### src/hdl/srs_pkg.sv
// Shared constants, codes and types for the substring replace stream.
`timescale 1ns / 1ps
package srs_pkg;

  // Per-text output capacity in bytes
  localparam int unsigned MaxOut   = 2047;
  localparam int unsigned CntW     = $clog2(MaxOut + 1);
  // Longest find pattern and replacement, in bytes
  localparam int unsigned MaxPat   = 8;
  localparam int unsigned LenW     = 4;
  // Results one input byte may produce
  localparam int unsigned ResMax   = 8;
  localparam int unsigned SlotCntW = $clog2(ResMax + 1);
  localparam int unsigned SlotIdxW = $clog2(ResMax);
  // Working buffer: window plus new byte, padded so shifted reads stay in range
  localparam int unsigned BufN     = 2 * MaxPat;
  localparam int unsigned BufIdxW  = $clog2(BufN);
  // Job queue between front and back
  localparam int unsigned QDepth   = 2;
  localparam int unsigned QPtrW    = $clog2(QDepth);

  localparam int unsigned CfgIdxW  = 2;
  localparam int unsigned CfgDataW = 64;

  typedef enum logic [CfgIdxW-1:0] {
    RegFindPattern   = 2'd0,
    RegFindLength    = 2'd1,
    RegReplaceText   = 2'd2,
    RegReplaceLength = 2'd3
  } srs_reg_e;

  // Results produced by one accepted byte
  typedef struct packed {
    logic [ResMax-1:0][7:0] data;
    logic [SlotCntW-1:0]    cnt;     // results in this job, 1 .. ResMax
    logic                   last;    // job closes the text
    logic                   trunc;   // truncated flag for every result
    logic                   marker;  // single end marker, no byte carried
  } srs_job_t;

endpackage

### src/hdl/srs_front.sv
// Front end: configuration registers, lookahead window and match classification.
`timescale 1ns / 1ps
module srs_front import srs_pkg::*; (
  input  logic                clk_i,
  input  logic                rst_ni,
  // configuration writes
  input  logic                cfg_we_i,
  input  logic [CfgIdxW-1:0]  cfg_index_i,
  input  logic [CfgDataW-1:0] cfg_data_i,
  // text bytes
  input  logic                in_valid_i,
  output logic                in_ready_o,
  input  logic [7:0]          in_byte_i,
  input  logic                in_last_i,
  // jobs towards the queue
  output logic                push_o,
  output srs_job_t            job_o,
  input  logic                full_i
);

  logic [MaxPat-1:0][7:0] pat_q, rep_q;
  logic [LenW-1:0]        flen_raw_q, rlen_raw_q;

  logic [MaxPat-1:0][7:0] win_q, win_d;
  logic [LenW-1:0]        cnt_q, cnt_d;
  logic [CntW-1:0]        emit_q, emit_d;
  logic                   ovf_q, ovf_d;

  logic [BufN-1:0][7:0]   buf_w;
  logic [LenW-1:0]        n_w, flen, rlen, start_w, pre_w;
  logic                   hit_w, fits_w, accept;
  logic [4:0]             tail_w, req_w, lim_w, sends_w;
  logic [CntW-1:0]        avail_w;
  logic [BufIdxW-1:0]     bidx;

  assign in_ready_o = !full_i;
  assign accept     = in_valid_i && in_ready_o;

  always_ff @(posedge clk_i or negedge rst_ni) begin
    if (!rst_ni) begin
      pat_q      <= '0;
      rep_q      <= '0;
      flen_raw_q <= '0;
      rlen_raw_q <= '0;
    end else if (cfg_we_i) begin
      unique case (srs_reg_e'(cfg_index_i))
        RegFindPattern:   pat_q      <= cfg_data_i;
        RegFindLength:    flen_raw_q <= cfg_data_i[LenW-1:0];
        RegReplaceText:   rep_q      <= cfg_data_i;
        RegReplaceLength: rlen_raw_q <= cfg_data_i[LenW-1:0];
        default: ;
      endcase
    end
  end

  always_comb begin
    flen = (flen_raw_q > LenW'(MaxPat)) ? LenW'(MaxPat) : flen_raw_q;
    rlen = (rlen_raw_q > LenW'(MaxPat)) ? LenW'(MaxPat) : rlen_raw_q;
    n_w  = cnt_q + LenW'(1);

    // window bytes, then the new byte, then zeros
    for (int i = 0; i < BufN; i++) begin
      if (i < MaxPat && LenW'(i) < cnt_q) begin
        buf_w[i] = win_q[i % MaxPat];
      end else if (i <= MaxPat && LenW'(i) == cnt_q) begin
        buf_w[i] = in_byte_i;
      end else begin
        buf_w[i] = '0;
      end
    end

    fits_w = (n_w >= flen);
    hit_w  = (flen != '0) && fits_w;
    for (int i = 0; i < MaxPat; i++) begin
      if (LenW'(i) < flen && buf_w[i] != pat_q[i]) begin
        hit_w = 1'b0;
      end
    end

    priority if (hit_w) begin
      pre_w   = rlen;
      start_w = flen;
    end else if (fits_w) begin
      pre_w   = LenW'(1);
      start_w = LenW'(1);
    end else begin
      pre_w   = '0;
      start_w = '0;
    end

    tail_w  = in_last_i ? 5'(n_w - start_w) : 5'd0;
    req_w   = 5'(pre_w) + tail_w;
    avail_w = CntW'(MaxOut) - emit_q;
    lim_w   = (avail_w < CntW'(ResMax)) ? 5'(avail_w) : 5'(ResMax);
    sends_w = (req_w < lim_w) ? req_w : lim_w;

    // prefix from the replacement or the oldest byte, then the flushed tail
    job_o.data = '0;
    for (int j = 0; j < ResMax; j++) begin
      bidx = BufIdxW'(start_w) + BufIdxW'(j) - BufIdxW'(pre_w);
      if (LenW'(j) < pre_w) begin
        job_o.data[j] = hit_w ? rep_q[j % MaxPat] : buf_w[0];
      end else begin
        job_o.data[j] = buf_w[bidx];
      end
    end
    job_o.marker = (sends_w == '0);
    job_o.cnt    = job_o.marker ? SlotCntW'(1) : SlotCntW'(sends_w);
    job_o.last   = in_last_i;
    job_o.trunc  = ovf_q || (sends_w != req_w);

    for (int i = 0; i < MaxPat; i++) begin
      bidx     = BufIdxW'(start_w) + BufIdxW'(i);
      win_d[i] = buf_w[bidx];
    end
    cnt_d  = n_w - start_w;
    emit_d = emit_q + CntW'(sends_w);
    ovf_d  = job_o.trunc;
  end

  assign push_o = accept && (!job_o.marker || in_last_i);

  always_ff @(posedge clk_i or negedge rst_ni) begin
    if (!rst_ni) begin
      win_q  <= '0;
      cnt_q  <= '0;
      emit_q <= '0;
      ovf_q  <= 1'b0;
    end else if (accept) begin
      if (in_last_i) begin
        // start the next text from a clean window
        win_q  <= '0;
        cnt_q  <= '0;
        emit_q <= '0;
        ovf_q  <= 1'b0;
      end else begin
        win_q  <= win_d;
        cnt_q  <= cnt_d;
        emit_q <= emit_d;
        ovf_q  <= ovf_d;
      end
    end
  end

endmodule

### src/hdl/srs_queue.sv
// Two-entry job queue between the front end and the output serialiser.
`timescale 1ns / 1ps
module srs_queue import srs_pkg::*; (
  input  logic     clk_i,
  input  logic     rst_ni,
  input  logic     push_i,
  input  srs_job_t job_i,
  output logic     full_o,
  input  logic     pop_i,
  output srs_job_t job_o,
  output logic     empty_o
);

  srs_job_t [QDepth-1:0] mem_q;
  logic [QPtrW-1:0]      wr_q, rd_q;
  logic [QPtrW:0]        cnt_q;

  assign full_o  = (cnt_q == (QPtrW+1)'(QDepth));
  assign empty_o = (cnt_q == '0);
  assign job_o   = mem_q[rd_q];

  always_ff @(posedge clk_i) begin
    if (push_i) begin
      mem_q[wr_q] <= job_i;
    end
  end

  always_ff @(posedge clk_i or negedge rst_ni) begin
    if (!rst_ni) begin
      wr_q  <= '0;
      rd_q  <= '0;
      cnt_q <= '0;
    end else begin
      if (push_i) begin
        wr_q <= wr_q + QPtrW'(1);
      end
      if (pop_i) begin
        rd_q <= rd_q + QPtrW'(1);
      end
      cnt_q <= cnt_q + (QPtrW+1)'(push_i) - (QPtrW+1)'(pop_i);
    end
  end

endmodule

### src/hdl/srs_back.sv
// Back end: walks each job one result per cycle, when not stalled, into the output register.
`timescale 1ns / 1ps
module srs_back import srs_pkg::*; (
  input  logic       clk_i,
  input  logic       rst_ni,
  input  srs_job_t   job_i,
  input  logic       empty_i,
  output logic       pop_o,
  output logic       out_valid_o,
  input  logic       out_ready_i,
  output logic [7:0] out_byte_o,
  output logic       out_present_o,
  output logic       out_last_o,
  output logic       out_trunc_o
);

  logic [SlotIdxW-1:0] idx_q;
  logic                valid_q, load, take, final_slot;

  assign load       = !valid_q || out_ready_i;
  assign take       = load && !empty_i;
  assign final_slot = (SlotCntW'(idx_q) == job_i.cnt - SlotCntW'(1));
  assign pop_o      = take && final_slot;

  always_ff @(posedge clk_i or negedge rst_ni) begin
    if (!rst_ni) begin
      valid_q <= 1'b0;
      idx_q   <= '0;
    end else begin
      if (load) begin
        valid_q <= !empty_i;
      end
      if (take) begin
        idx_q <= final_slot ? '0 : idx_q + SlotIdxW'(1);
      end
    end
  end

  always_ff @(posedge clk_i) begin
    if (take) begin
      out_byte_o    <= job_i.marker ? 8'd0 : job_i.data[idx_q];
      out_present_o <= !job_i.marker;
      out_last_o    <= job_i.last && final_slot;
      out_trunc_o   <= job_i.trunc;
    end
  end

  assign out_valid_o = valid_q;

endmodule

### src/hdl/substring_replace_stream.sv
// Top level of the streaming find-and-replace block.
// A result passes through the job queue and the output register. Throughput: one byte
// per cycle while each byte yields at most one result and the output is not stalled;
// a byte that yields several results holds the output serialiser until all are sent,
// and the two-entry job queue then stalls input. Reset (async, active low) clears
// configuration registers to zero, empties the window, queue and output register.
`timescale 1ns / 1ps
module substring_replace_stream import srs_pkg::*; (
  input  logic                clk_i,
  input  logic                rst_ni,
  // configuration write channel
  input  logic                cfg_valid_i,
  output logic                cfg_ready_o,
  input  logic [CfgIdxW-1:0]  cfg_index_i,
  input  logic [CfgDataW-1:0] cfg_data_i,
  // text in
  input  logic                s_axis_tvalid,
  output logic                s_axis_tready,
  input  logic [7:0]          s_axis_tdata,   // [7:0] text_byte
  input  logic                s_axis_tlast,   // text_last
  // results out
  output logic                m_axis_tvalid,
  input  logic                m_axis_tready,
  output logic [7:0]          m_axis_tdata,   // [7:0] result_byte
  output logic [1:0]          m_axis_tuser,   // [0] byte_present, [1] was_truncated
  output logic                m_axis_tlast    // result_last
);

  srs_job_t push_job, head_job;
  logic     push, full, pop, empty;

  assign cfg_ready_o = 1'b1;

  srs_front u_front (
    .clk_i       (clk_i),
    .rst_ni      (rst_ni),
    .cfg_we_i    (cfg_valid_i && cfg_ready_o),
    .cfg_index_i (cfg_index_i),
    .cfg_data_i  (cfg_data_i),
    .in_valid_i  (s_axis_tvalid),
    .in_ready_o  (s_axis_tready),
    .in_byte_i   (s_axis_tdata),
    .in_last_i   (s_axis_tlast),
    .push_o      (push),
    .job_o       (push_job),
    .full_i      (full)
  );

  srs_queue u_queue (
    .clk_i   (clk_i),
    .rst_ni  (rst_ni),
    .push_i  (push),
    .job_i   (push_job),
    .full_o  (full),
    .pop_i   (pop),
    .job_o   (head_job),
    .empty_o (empty)
  );

  srs_back u_back (
    .clk_i         (clk_i),
    .rst_ni        (rst_ni),
    .job_i         (head_job),
    .empty_i       (empty),
    .pop_o         (pop),
    .out_valid_o   (m_axis_tvalid),
    .out_ready_i   (m_axis_tready),
    .out_byte_o    (m_axis_tdata),
    .out_present_o (m_axis_tuser[0]),
    .out_last_o    (m_axis_tlast),
    .out_trunc_o   (m_axis_tuser[1])
  );

endmodule

### config.mk
export PLATFORM = sky130hd
export DESIGN_NAME = substring_replace_stream
export DESIGN_NICKNAME = d
export VERILOG_FILES = /design/src/hdl/srs_pkg.sv /design/src/hdl/srs_front.sv /design/src/hdl/srs_queue.sv /design/src/hdl/srs_back.sv /design/src/hdl/substring_replace_stream.sv
export SDC_FILE = /design/constraint.sdc
export NUM_CORES = 1
export LEC_CHECK = 0
export BUFFER_PORTS_ARGS = -buffer_cell sky130_fd_sc_hd__buf_4
export CAP_MARGIN = 0
export CORE_UTILIZATION = 35
export DETAILED_ROUTE_END_ITERATION = 10
export GPL_TIMING_DRIVEN = 1
export HOLD_SLACK_MARGIN = 0.15
export PLACE_DENSITY_LB_ADDON = 0.1
export SYNTH_ARGS = -nofsm -noshare
export SYNTH_HDL_FRONTEND = slang
export SYNTH_SLANG_ARGS = --single-unit
### constraint.sdc
create_clock -name clk_i -period 13.6 [get_ports clk_i]
set_clock_uncertainty 0.1 [all_clocks]
set_input_delay 2.04 -clock clk_i [delete_from_list [all_inputs] [get_ports clk_i]]
set_output_delay 2.04 -clock clk_i [all_outputs]
set_load 0.05 [all_outputs]
Word-level counts from Yosys, hierarchy flattened. Index checks and enable logic that the tools add are counted.

Bits in registers: 377. Latch bits: 0. Bits in writable memories: 0. Memory bits (read-only): 0. Input port bits: 80. Output and inout bits: 14. Memories kept: 0.

Add/sub/neg operators: 27. Multiply operators: 0. Div/mod/pow operators: 0. Order comparisons: 49. Equal/unequal tests: 22. Shifts and indexed selects: 0. Mux-type cells: 94. Bitwise gates (word level): 0. Reduce and logical (&&, ||, !) cells: 32.

Operators by type and width (number): binary-select mux 8 bit (select 4 bit) (16); 2-to-1 mux 8 bit (50); 2-to-1 mux 71 bit (3); bitwise mux 142 bit (1); less-than comparator 4 x 5 -> 1 bit (second input constant) (16); demux 71 bit (select 1 bit) (1); 2-to-1 mux 64 bit (1); inequality test 8 bit (8); less-than comparator 3 x 4 -> 1 bit (first input constant) (12); subtractor 4 bit (9); binary-select mux 8 bit (select 3 bit) (1); less-than comparator 1 x 4 -> 1 bit (first input constant) (6); less-than comparator 2 x 4 -> 1 bit (first input constant) (6); 2-to-1 mux 4 bit (6); adder 4 x 3 -> 4 bit (second input constant) (4); equality test 3 x 4 -> 1 bit (first input constant) (4); logical AND 1 bit (15); 2-to-1 mux 5 bit (3); adder 11 x 5 -> 11 bit (1); less-than comparator 11 x 4 -> 1 bit (second input constant) (1); 2-to-1 mux 11 bit (1); subtractor 11 bit (first input constant) (1); 2-to-1 mux 1 bit (10); adder 4 x 1 -> 4 bit (second input constant) (2); 29 further kinds (46).

Logic depth before layout (Yosys ltp).
Depth after elaboration: 25. Gate-level depth with buffers: 43.

Hierarchy. Synthesis repeated with hierarchy kept, for this count alone.

Cell total of the unflattened synthesis: 2680. Area, all modules: 26947.1 sq um.

By module, submodules not included: srs_front (instances 1, cells an instance 2363, area each 20089.3 sq um, seq. area each 5405.2 sq um); srs_queue (instances 1, cells an instance 236, area each 5670.4 sq um, seq. area each 4364.2 sq um); srs_back (instances 1, cells an instance 79, area each 1176.1 sq um, seq. area each 430.4 sq um); substring_replace_stream (instances 1, cells an instance 2, area each 11.3 sq um, seq. area each 0.0 sq um).

Worst setup path after synthesis. Ideal clock, no wire load.

Kind: input -> register. Start point: input port s_axis_tdata[0]. End point: register u_queue.mem_q[0] (netlist name), enable pin. Library setup time: 0.509 ns. Arrival: 11.180 ns. Required time: 12.991 ns. Path slack: 1.811 ns. Stages: 29. Buffers on the path: 4. Cells stage by stage: clkbuf_1 or4bb_1 and3_1 nor4b_1 nand4_1 nor3_1 o2111a_1 nand3_4 o21a_1 buf_6 clkbuf_1 buf_1 ha_1 fa_1 nand2b_1 inv_1 ha_1 a21o_1 a21oi_1 xor2_1 inv_1 ha_1 o21ai_0 nand2b_1 a21oi_1 mux2i_1 a21oi_1 a21oi_1 nor2b_1.

RTL lines: from (decl) (line substring_replace_stream.sv:19) `input logic [7:0] s_axis_tdata,`; to (signal, indexed assignment) (line srs_queue.sv:24) `mem_q[wr_q] <= job_i;`; to (decl) (line srs_queue.sv:14) `srs_job_t [QDepth-1:0] mem_q;`.

==> results_tabular.tex <==
\begin{tabular}{lr}
\hline
Metric & Value \\
\hline
\multicolumn{2}{l}{\textbf{Yosys}} \\
\quad Combined area of all synthesized cells & about 26000 sq um \\
\quad Distinct cell type count after synthesis & 100 \\
\quad Share of flip-flops with an asynchronous set or reset after synthesis & between 50\% and 60\% \\
\quad Warning count from the yosys run & 0 \\
\quad Post-synth EDFFs & approximately 150 \\
\quad Register bit count reported by yosys & $\sim$380 \\
\quad Number of cells produced by synthesis & 2700 \\
\quad Commonest register cell after synthesis & dfrtp\_1 \\
\quad Register area share after synthesis & around two fifths \\
\quad Per-instance average area after synthesis & $\sim$9.8 sq um \\
\multicolumn{2}{l}{\textbf{STA}} \\
\quad Post-layout minimum cycle time & roughly 11 ns \\
\quad Fin. Hold Viols & 0 \\
\quad Slew at the pin closest to its max-slew limit & between 1 and 1.5 ns \\
\quad Worst slew margin & under 10\% \\
\quad RSZ-0062 raised after global routing & false \\
\quad Final number of max-transition violations & 0 \\
\quad Setup TNS Final & 0 ns \\
\quad Final setup violating endpoints & 0 \\
\quad Period Utilization, post-route & between 70\% and 80\% \\
\quad Highest achievable clock rate & around 0.094 GHz \\
\multicolumn{2}{l}{\textbf{Critical path}} \\
\quad Data required time of the worst path & between 10 and 15 ns \\
\quad Worst Path Arrival & 10.81 ns \\
\quad Worst-path maximum fanout & 28 \\
\quad Startpoint-to-endpoint class of the critical path & reg -> reg \\
\quad Critical Path Start Type & flip-flop \\
\quad Setup crit end kind & flip-flop \\
\multicolumn{2}{l}{\textbf{Clocking}} \\
\quad Hold buffer count at cts & 0 \\
\quad Number of gates given a new drive strength after cts & 0 \\
\quad Clock Pin Slew Worst Setup and Hold Paths & approximately 0.060 ns \\
\quad Clock Sinks & roughly 380 \\
\quad Setup Buffers After CTS & 0 \\
\quad Root buf cell & clkbuf\_16 \\
\quad TritonCTS clock tree & built \\
\quad Maximum level of the CTS H-tree & 2 \\
\quad TritonCTS buffer count & 45 \\
\quad Later-pin clock latency in the skew report & 0.66 ns \\
\quad Clock Tree Buf Depth & 3 \\
\multicolumn{2}{l}{\textbf{Layout}} \\
\quad Area taken by flip-flops and latches & about 10000 sq um \\
\quad Final-layout fill cell count & 7323 \\
\quad Multi-input gate area in the final layout & approximately 15000 sq um \\
\quad Final layout net count & 2864 \\
\quad Highest-count cells in the layout ignoring fill and taps & nand2\_1 (319), dfrtp\_1 (221), o21ai\_0 (200), nor2\_1 (192), buf\_4 (174) \\
\quad Most common library cell in the layout ignoring fill and taps & nand2\_1 \\
\quad Area added between synthesis and finish & 12.9\% \\
\quad Layout cell share with drive strength beyond 1 & a little under 20\% \\
\multicolumn{2}{l}{\textbf{Global routing}} \\
\quad Largest net degree at the start of global routing & roughly 120 \\
\quad Overall overflow remaining after global route & 0 \\
\quad Number of global-route vias before repair & approximately 23k \\
\quad Antenna violations before repair & 12 \\
\quad Total Routing Usage GR & 32.4\% \\
\quad First-pass GRT wire length & approximately 180000 um \\
\multicolumn{2}{l}{\textbf{Routing}} \\
\quad Number of vias in the routed layout & $\sim$24k \\
\quad Post-route DRC violation count & 0 \\
\quad DR pass1 iterations & 5 \\
\quad DR iter-0 viols & 2956 \\
\quad DRT Wirelength & approximately 130000 um \\
\quad Final routed wire length divided by cell count & 33.7 um \\
\quad Via density per instance & about 6.4 \\
\quad Detail Route Antenna Nets & 0 \\
\multicolumn{2}{l}{\textbf{Run status}} \\
\quad Status & finished clean \\
\multicolumn{2}{l}{\textbf{Floorplanning}} \\
\quad Effective utilization at floorplan & 35.4\% \\
\quad Core area & around 75000 sq um \\
\quad Width of the die & around 280 um \\
\quad Area of the die & roughly 77000 sq um \\
\quad Total I/O pin count & 94 \\
\quad Vertical die dimension & approximately 280 um \\
\quad Number of placement rows & 100 \\
\multicolumn{2}{l}{\textbf{Power}} \\
\quad Switching share of power & about half \\
\quad Relative contribution of sequential cells to total power & approximately 23\% \\
\quad Combinational share of power & $\sim$64\% \\
\quad Clock network fraction of total power & between 10\% and 20\% \\
\quad Power Density & 310 nW/um\^{}2 \\
\quad NetSw & approximately 4700 uW \\
\quad Standby leakage power & roughly 0.012 uW \\
\quad Overall power after layout & 9260 uW \\
\quad Internal power contribution & between 4000 and 5000 uW \\
\quad Peak supply drop & about 0.00028 V \\
\multicolumn{2}{l}{\textbf{Min path}} \\
\quad Class of the tightest hold or removal check & reg -> reg \\
\multicolumn{2}{l}{\textbf{Place}} \\
\quad Placed wire-length estimate after detailed placement & 95100 um \\
\quad I/O Buffers & about 90 \\
\quad Final weighted congestion in routability-driven placement & roughly 1.0 \\
\multicolumn{2}{l}{\textbf{Job}} \\
\quad Max-capacitance violation count & 0 \\
\hline
\end{tabular}
## registers in the layout, summed over array words and instances (netlist names)
| register | cells |
|---|---|
| u_front.pat_q | 64 |
| u_back.out_last_o | 1 |
| u_back.out_trunc_o | 1 |
| u_back.idx_q | 3 |
| u_front.emit_q | 11 |
| u_front.ovf_q | 1 |
| u_front.win_q | 64 |
| u_back.out_byte_o | 8 |
| u_front.flen_raw_q | 4 |
| u_front.rep_q | 64 |
| u_queue.rd_q | 1 |
| u_queue.mem_q | 142 |
| u_queue.cnt_q | 2 |
| u_back.out_valid_o | 1 |
| u_queue.wr_q | 1 |
| u_front.cnt_q | 4 |
| u_front.rlen_raw_q | 4 |
| u_back.out_present_o | 1 |
## stage by stage
stage	util, %	instances	hold WS [ns]	worst slack [ns]	area, sq um
2_1_floorplan	-	2701	0.352	1.81	26400
3_3_place_gp	37.9	3649	0.389	2.96	28300
3_5_place_dp	37.9	3649	0.392	2.57	28300
4_1_cts	40.0	3733	0.405	3.10	29800
5_1_grt	40.0	3734	0.428	2.42	29800
6_report	40.0	3737	0.397	2.99	29800
## Yosys cell counts (17+ instances only)
| cell type | count | area (sq um) |
|---|---|---|
| a211oi_1 | 79 | 593 |
| a21o_1 | 35 | 263 |
| a21oi_1 | 120 | 601 |
| a221o_1 | 19 | 190 |
| a22o_1 | 22 | 193 |
| a22oi_1 | 29 | 218 |
| a31oi_1 | 17 | 106 |
| and2_1 | 35 | 219 |
| and3_1 | 33 | 206 |
| buf_1 | 21 | 78.8 |
| buf_2 | 27 | 135 |
| clkbuf_1 | 134 | 503 |
| dfrtp_1 | 224 | 5610 |
| edfxtp_1 | 153 | 4590 |
| ha_1 | 49 | 613 |
| inv_1 | 71 | 267 |
| mux2_2 | 145 | 1630 |
| mux2i_1 | 74 | 741 |
| mux4_2 | 82 | 1850 |
| nand2_1 | 320 | 1200 |
| nand2b_1 | 20 | 125 |
| nand3_1 | 61 | 305 |
| nor2_1 | 195 | 732 |
| nor2b_1 | 24 | 150 |
| nor3_1 | 41 | 205 |
| o211ai_1 | 69 | 518 |
| o21a_1 | 32 | 240 |
| o21ai_0 | 204 | 1020 |
| o22ai_1 | 17 | 106 |
| or3_1 | 23 | 144 |
| xnor2_1 | 42 | 368 |
| xor2_1 | 26 | 228 |
## worst paths after layout
| check | start | end | slack (ns) | cells past startpoint |
|---|---|---|---|---|
| max in group asynchronous | rst_ni | u_front.pat_q[42] | 10.47 | 2 |
| hold / removal | u_queue.cnt_q[0] | u_back.out_valid_o | 0.40 | 2 |
| min in group asynchronous | rst_ni | u_back.idx_q[1] | 1.38 | 1 |
| hold reg to reg | u_queue.cnt_q[0] | u_back.out_valid_o | 0.40 | 2 |
| setup reg to reg | u_front.cnt_q[0] | u_queue.mem_q[69] | 2.99 | 26 |
| setup / recovery | u_front.cnt_q[0] | u_queue.mem_q[69] | 2.99 | 26 |
## kinds of logic (layout without fill, tap and decap cells)
kind of cell | after synthesis | in the layout | share of synthesized area (%)
and+or+nand+nor | 837 | 837 | 15.4
DFF | 377 | 377 | 38.6
muxes | 308 | 308 | 16.5
buffers and inverters | 271 | 335 | 4.21
AOI/OAI and AO/OA | 777 | 777 | 19.8
other | 1 | 5 | 0.0142
xor gates and xnor gates | 73 | 73 | 2.56
adders and majority gates | 56 | 56 | 2.85
## routing by layer
| metal | track usage (%) | up-vias | share of wire [%] | wire [um] |
|---|---|---|---|---|
| li1 | - | 10200 | - | - |
| met1 | 42.9 | 11900 | 42 | 52300 |
| met2 | 49.3 | 1267 | 44 | 55200 |
| met3 | 6.54 | 328 | 8.2 | 10300 |
| met4 | 18.4 | 10 | 6.3 | 7970 |
| met5 | 0 | - | 0.048 | 61 |
## critical path, cell delays in order, from the launching register on
cell and delay (ns):
dfrtp_1 0.33, buf_4 0.36, ha_1 0.78, or3_1 0.61
o21ai_1 0.39, a22oi_1 0.30, nand4_1 0.12, o31ai_1 0.94
nor2b_1 0.39, nand3_4 0.36, o21a_4 0.46, ha_1 0.26
fa_1 0.46, nand2b_1 0.20, fa_1 0.45, xnor2_1 0.46
ha_1 0.32, o21a_1 0.10, o21ai_0 0.16, nand2b_1 0.08
a21oi_1 0.14, buf_4 0.21, mux2i_1 0.49, a21oi_1 0.22
a21oi_1 0.40, nor2b_4 0.72, buf_4 0.38
## power groups by stage
stage	clock (uW)	combinational, uW	sequential (uW)
finish	1290	5880	2090
global route	1360	6200	2120
CTS	1320	5760	2080
detailed placement	0	5740	2100
global placement	0	5710	2090
floorplan	0	3820	2000
## final cells by class
class | count | area share (%)
multi-input cells | 2053 | 51.0
flip-flops and latches | 377 | 34.2
repair buffers | 176 | 4.50
well taps | 969 | 4.07
clock buffers | 51 | 3.92
clock inverters | 33 | 1.30
inverters | 75 | 0.944
diodes | 3 | 0.0252
(Power assumes the default switching activity.)
